==> src/hw/rtl/t3c_pkg.sv <==
// t3c_pkg: shared types, widths and register codes for the thresholded 3x3 convolution
// depends on nothing
`default_nettype none
package t3c_pkg;
  localparam int PIX_W   = 16;
  localparam int COEF_W  = 16;
  localparam int ACC_W   = 40;
  localparam int CSUM_W  = 20;
  localparam int CFG_W   = 64;
  localparam int CIDX_W  = 3;
  localparam int QUEUE_DEPTH = 4;
  localparam int OUT_FIFO_DEPTH = 64;
  localparam int DIV_STEPS = ACC_W;

  localparam logic [CIDX_W-1:0] REG_MODE   = 3'd0;
  localparam logic [CIDX_W-1:0] REG_DEPTH  = 3'd1;
  localparam logic [CIDX_W-1:0] REG_PACK_L = 3'd2;
  localparam logic [CIDX_W-1:0] REG_PACK_H = 3'd3;
  localparam logic [CIDX_W-1:0] REG_CENTER = 3'd4;
  localparam logic [CIDX_W-1:0] REG_DIV    = 3'd5;

  // classified item handed from front to back
  typedef struct packed {
    logic                     bypass;
    logic [PIX_W-1:0]         centre;
    logic signed [ACC_W-1:0]  num;
    logic signed [CSUM_W-1:0] den;
    logic [15:0]              top;
  } t3c_job_t;
endpackage
`default_nettype wire

==> src/hw/rtl/t3c_queue.sv <==
// t3c_queue: small register queue between the front and the back
// depends on t3c_pkg
`default_nettype none
module t3c_queue import t3c_pkg::*; #(
  parameter int DEPTH = QUEUE_DEPTH
) (
  input  wire logic     clk,
  input  wire logic     rst_n,
  input  wire logic     wr,
  input  wire t3c_job_t wdata,
  input  wire logic     rd,
  output t3c_job_t      rdata,
  output logic          nonempty
);
  localparam int AW = (DEPTH > 1) ? $clog2(DEPTH) : 1;
  t3c_job_t mem [DEPTH];
  logic [AW-1:0] wp_r, rp_r;
  logic [$clog2(DEPTH+1)-1:0] cnt_r;

  assign nonempty = cnt_r != '0;
  assign rdata = mem[rp_r];

  always_ff @(posedge clk) begin
    if (!rst_n) begin
      wp_r <= '0; rp_r <= '0; cnt_r <= '0;
    end else begin
      if (wr) wp_r <= (wp_r == AW'(DEPTH-1)) ? '0 : wp_r + 1'b1;
      if (rd) rp_r <= (rp_r == AW'(DEPTH-1)) ? '0 : rp_r + 1'b1;
      cnt_r <= cnt_r + (wr ? 1'b1 : 1'b0) - (rd ? 1'b1 : 1'b0);
    end
    if (wr) mem[wp_r] <= wdata;
  end
endmodule
`default_nettype wire

==> config.mk <==
export PLATFORM = sky130hd
export DESIGN_NAME = t3c_queue
export DESIGN_NICKNAME = d
export VERILOG_FILES = /design/src/hw/rtl/t3c_pkg.sv /design/src/hw/rtl/t3c_queue.sv
export SDC_FILE = /design/constraint.sdc
export NUM_CORES = 1
export LEC_CHECK = 0
export ABC_AREA = 1
export BUFFER_PORTS_ARGS = -buffer_cell sky130_fd_sc_hd__buf_2
export CORE_UTILIZATION = 55
export DETAILED_ROUTE_END_ITERATION = 10
export PLACE_DENSITY = 0.82
export SYNTH_ARGS = -nofsm -noshare
export SYNTH_HDL_FRONTEND = slang
export SYNTH_SLANG_ARGS = --single-unit
export TNS_END_PERCENT = 100
==> constraint.sdc <==
create_clock -name clk -period 3.4 [get_ports clk]
set_input_delay 0.68 -clock clk [delete_from_list [all_inputs] [get_ports clk]]
set_output_delay 0.68 -clock clk [all_outputs]
set_load 0.005 [all_outputs]
==> results of run 1 <==
-- power breakdown --
part / switching, mW / internal, mW
Sequential: 0.0647 / 5.38
Combinational: 0.591 / 0.346
Clock: 1.66 / 2.34
Total: 2.32 / 8.07
-- state kept, by name, indices dropped and copies added (netlist names), named ones only --
| signal | flops |
|---|---|
| mem | 372 |
| cnt_r | 3 |
| rp_r | 2 |
| wp_r | 2 |
-- cells in the final DEF (no fill, tap or decap) --
master	netlist	routed
edfxtp_1	372	372
inv_1	201	197
nand2_1	196	196
buf_2	40	190
a21oi_1	96	96
o21ai_0	96	96
o211ai_1	93	93
clkbuf_16	0	41
clkinv_2	0	13
buf_12	0	10
clkinv_1	0	9
buf_4	0	9
nor2_1	8	8
ha_1	7	7
dfxtp_1	9	7
diode_2	0	6
clkbuf_1	13	5
inv_4	0	4
nand3_1	2	2
dfxtp_4	0	2
bufinv_16	0	2
fa_1	1	1
-- routing by layer --
metal	vias to the layer above	part of all wire
met5	-	0.0010
met4	6	0.030
met3	70	0.065
met2	295	0.50
met1	4381	0.40
li1	4361	-
-- cells in the mapped netlist --
| library cell | number | share of area |
|---|---|---|
| buf_6 | 9 | 0.0068 |
| o211ai_1 | 93 | 0.047 |
| edfxtp_1 | 372 | 0.74 |
| fa_1 | 1 | 0.0013 |
| inv_1 | 201 | 0.050 |
| ha_1 | 7 | 0.0058 |
| clkbuf_1 | 13 | 0.0033 |
| a21oi_1 | 96 | 0.032 |
| nor2_1 | 8 | 0.0020 |
| o21ai_0 | 96 | 0.032 |
| nand3_1 | 2 | 0.00067 |
| buf_2 | 40 | 0.013 |
| nand2_1 | 196 | 0.049 |
| dfxtp_1 | 9 | 0.012 |
-- cell type report --
class	count	area [µm²]	share of cell area
repair buffers	209	1219	0.06952
clock buffers	46	1045	0.05960
diodes	6	15.01	0.0008565
well taps	341	426.7	0.02434
inverters	201	764.5	0.04361
clock inverters	24	158.9	0.009065
flip-flops and latches	381	11360	0.6480
multi-input cells	499	2542	0.1450
-- worst reg2reg max path, stage by stage, from the launching register on --
cell and delay, ns:
dfxtp_1 0.34, inv_1 0.11, ha_1 0.16, nand2_1 0.08, inv_4 0.41, buf_4 0.40
-- stage by stage --
stage | setup WS [ns] | utilization | total power, mW | cell area (µm²)
floorplan | 0.4394 | - | 6.058 | 15000
global placement | 1.230 | 0.6069 | 6.432 | 16310
detailed placement | 1.186 | 0.6069 | 6.481 | 16310
CTS | 0.5854 | 0.6517 | 10.46 | 17510
global route | 0.4653 | 0.6520 | 10.75 | 17520
finish | 0.5973 | 0.6522 | 10.38 | 17530
-- final timing paths --
| path | startpoint | end | cells past startpoint |
|---|---|---|---|
| worst max-delay path | flip-flop | rdata[87] | 5 |
| worst min-delay path | wdata[39] | mem[1][39] | 1 |
| worst min register to register | rp_r[0] | flip-flop | 2 |
| worst max register to register | wp_r[0] | mem[0][63] | 5 |
-- cells by family after synthesis --
logic type / share of synthesized area
flops: 0.7568
compound gates: 0.1106
buf+inv: 0.07366
simple gates: 0.05172
fa+ha+maj: 0.007174
==> results.yml, run 1 <==
sta:
  maxSlewViolCount: 0
  period_share: 0.8243
  slew_headroom: 0.6354
  finalSetupViolations: 0
  fin_setup_tns_ns: 0
  skew_ns: 0.01987
  hold_slack_ns: 0.3728
  rsz0062_at_grt: "no"
  fmax_mhz: 356.8
  worst_pin_slew_ns: 0.5469
  hold_viol_final: 0
  min_period_ns: 2.803
clock_tree:
  clkSinkCount: 381
  htree_levels: 2
  root_buffer: "clkbuf_16"
  postCtsSetupRepairBufs: 0
  cts_tree: "done"
  cts_resized: 0
  postCtsHoldBufs: 0
  numCtsBuffers: 39
  clock_latency_ns: 0.51
  clk_path_buf_depth: 3
  clk_pin_slew_ns: 0.06
layout:
  instances_no_fill: 1707
  syn_to_final_growth_pct: 16.88
  nNetsFinal: 1436
  drive_above_1_share: 0.1993
  nFillCells: 1903
grt:
  use_met2: 0.3611
  met1_usage: 0.2514
  grt_usage: 0.2081
  grt_max_degree: 107
  grt_use_met3: 0.05223
  antenna_found_initial: 9
  grt_pass1_wl_mm: 45.35
  grt_pass1_vias: 9007
  globalRoute.busiestLayer: "met2"
  grt_overflow: 0
yosys:
  seq_area_frac_synth: 0.7568
  syn_avg_cell_area_um2: 13.12
  syn_inst: 1143
  synth_nets: 1248
  synth_cell_types: 14
  synth_area_mm2: 0.01500
  synth_warnings: 0
  synth_seq_cells: 381
floorplanning:
  pin_count: 191
  rows: 60
  die_h_um: 167.1
  start_util: 0.5581
  dieArea_mm2: 0.02793
  die_w_um: 167.1
  core_mm2: 0.02688
detailed_routing:
  ant_nets: 0
  wl_per_cell_um: 17.04
  drc: 0
  first_iter_violations: 585
  firstDrtPassIters: 5
  vias_per_cell: 5.339
  drt-total-wl_mm: 29.09
  via_count: 9113
critical_path:
  path_max_fanout: 46
  path_cells: "buf_4, a21oi_1, o21ai_0, nand2_1, buf_2"
  cp.arrival_ns: 2.12
  cp-start-kind: "flip-flop"
  worstSetupPathType: "reg -> out"
  critPathBufInv: 2
  crit_path_max_incr_delay_ns: 0.70
  cp_slowest_cell: "dfxtp_4"
  endpoint_kind: "primary output"
  rrSetupSlack_ns: 1.56
  critPathTopFamily: "flip-flops"
  critPathRequiredTime_ns: 2.72
placed_design:
  dp_cells: 1631
  finalWeightedCongestion: 0.7199
  hpwlAfterDp_mm: 17.16
  port-buffer-count: 190
hold_path:
  min_path_type: "in -> reg"
run:
  max-cap-violations: 0
power_and_ir_drop:
  vdd_drop_max_mv: 0.4469
  p_per_area_mw_per_mm2: 592.2
  p_leak_nw: 6.896
run_status:
  status: "finished clean"
No activity file was read; power rests on OpenSTA's default activity.
==> run 2: changes to the inputs <==
--- a/config.mk
+++ b/config.mk
@@ -7,7 +7,7 @@
 export LEC_CHECK = 0
 export ABC_AREA = 1
 export BUFFER_PORTS_ARGS = -buffer_cell sky130_fd_sc_hd__buf_2
-export CORE_UTILIZATION = 55
+export CORE_UTILIZATION = 52
 export DETAILED_ROUTE_END_ITERATION = 10
 export PLACE_DENSITY = 0.82
 export SYNTH_ARGS = -nofsm -noshare
==> constraint.sdc (replaced) <==
create_clock -name clk -period 2.25 [get_ports clk]
set_input_delay 0.45 -clock clk [delete_from_list [all_inputs] [get_ports clk]]
set_output_delay 0.45 -clock clk [all_outputs]
set_load 0.005 [all_outputs]
==> run 2 against run 1 <==
First-iteration DRC count rose by 29%. Final area is 1.2% higher. Flip-flop and latch count is the same. Largest cell class unchanged. Largest power group unchanged. Total power is 51% higher.
==> results.yml, run 2 (synthesis gave the netlist of run 1 again) <==
detailed_routing:
  vias_per_cell: 5.135
  ant_nets: 0
  first_iter_violations: 755
  via_count: 8965
  wl_per_cell_um: 16.69
  drt-total-wl_mm: 29.13
  drc: 0
  firstDrtPassIters: 5
floorplanning:
  die_h_um: 171.8
  rows: 61
  die_w_um: 171.8
  pin_count: 191
  dieArea_mm2: 0.02953
  core_mm2: 0.02809
  start_util: 0.5340
sta:
  rsz0062_at_grt: "yes"
  fmax_mhz: 447.2
  worst_pin_slew_ns: 0.6011
  finalSetupViolations: 0
  maxSlewViolCount: 0
  period_share: 0.9938
  min_period_ns: 2.236
  slew_headroom: 0.5992
  hold_viol_final: 0
  skew_ns: 0.02300
  fin_setup_tns_ns: 0
grt:
  grt_pass1_wl_mm: 43.49
  antenna_found_initial: 8
  grt_overflow: 0
  grt_pass1_vias: 8627
  grt_max_degree: 94
  grt_usage: 0.1941
layout:
  drive_above_1_share: 0.2084
  reg_top3: "mem (372), cnt_r (3)"
  largest_reg_flops: 372
  syn_to_final_growth_pct: 18.25
  final_core_util: 0.6315
  regMostFlops: "mem"
  mostFrequentLayoutCells: "edfxtp_1, inv_1, nand2_1"
  mostFrequentLayoutCell: "edfxtp_1"
  nNetsFinal: 1440
critical_path:
  r2r-start: "wp_r[0]"
  path_max_fanout: 72
  rrSetupSlack_ns: 0.65
  r2r-end: "mem[3][68]"
  worstSetupPathType: "reg -> out"
  endpoint_kind: "primary output"
  critPathRequiredTime_ns: 1.80
  crit_end: "rdata[85]"
  cp.arrival_ns: 1.79
  reg2regPathDepth: 4
  cp-start-kind: "flip-flop"
power_and_ir_drop:
  vdd_drop_max_mv: 0.7932
  p_total_mw: 15.67
  p_per_area_mw_per_mm2: 883.6
  p_leak_nw: 6.910
run_status:
  status: "finished clean"
clock_tree:
  root_buffer: "clkbuf_16"
  clock_latency_ns: 0.51
  clk_path_buf_depth: 3
  numCtsBuffers: 38
  cts_tree: "done"
  clkSinkCount: 381
  htree_levels: 2
  clk_pin_slew_ns: 0.06
hold_path:
  holdCritStartpoint: "wdata[31]"
  min_path_type: "in -> reg"
placed_design:
  port-buffer-count: 190
  hpwlAfterDp_mm: 17.16
  finalWeightedCongestion: 0.7242
run:
  max-cap-violations: 0
==> run 2: changes by cell type in the layout (fill, tap and decap cells not counted), sizes merged <==
cell / change
buf: +4
clkinv: -5
clkbuf: +1
bufinv: +1
diode: -1
inv: -3
clkinvlp: +5
==> run 2: timing repair <==
action                     4_1_cts  5_1_grt
setup endpoints to repair       89       25
hold buffers                     0        0
cloned                           0        1
gates resized for setup          1       12
pin swaps                        0        3
buffers inserted                 4        0
==> run 2: where the power goes <==
group	internal, mW	leakage, nW	total (mW)	switching [mW]
logic	0.567	2.84	1.50	0.935
registers	8.13	3.49	8.21	0.0805
clock network	3.51	0.581	5.96	2.45
==> run 2: layer usage <==
metal,GRT usage,part of all wire
met1,0.2352,0.41
met2,0.3348,0.50
met3,0.04533,0.064
met4,0.07849,0.023
met5,0,0.00069
==> run 2: worst min path at each step <==
| stage | endpoint | slack (ns) | cells past startpoint |
|---|---|---|---|
| 2_1_floorplan | wp_r[1] | 0.46 | 2 |
| 3_3_place_gp | wp_r[1] | 0.47 | 2 |
| 3_5_place_dp | wp_r[1] | 0.48 | 2 |
| 4_1_cts | mem[1][88] | 0.13 | 1 |
| 5_1_grt | mem[2][88] | 0.13 | 1 |
| 6_report | mem[3][31] | 0.15 | 1 |
==> run 2: cell type report <==
cell class	count	area, µm²
antenna	5	12.51
clock buffer	46	1002
clock inverter	22	180.2
fill	2076	10350
inverter	201	769.5
multi-input combinational	499	2565
sequential	381	11360
tap	378	473.0
timing repair buffer	214	1373
==> run 2: per-stage QoR <==
step                      setup WS [ns]  area, µm²  instances  hold WS, ns
after floorplan                 -0.1102      15030       1143       0.4601
after global placement           0.4347      16400       1668       0.4739
after detailed placement         0.3764      16400       1668       0.4838
after CTS                       0.01837      17650       1740       0.1304
after global routing           -0.05231      17730       1743       0.1298
final                           0.01404      17740       1746       0.1496
==> run 2: worst max-delay path: stages (launching register included) <==
cell and delay, ns:
dfxtp_4 0.43, buf_16 0.27, a21oi_1 0.10, o21ai_0 0.12, nand2_1 0.13, buf_2 0.14
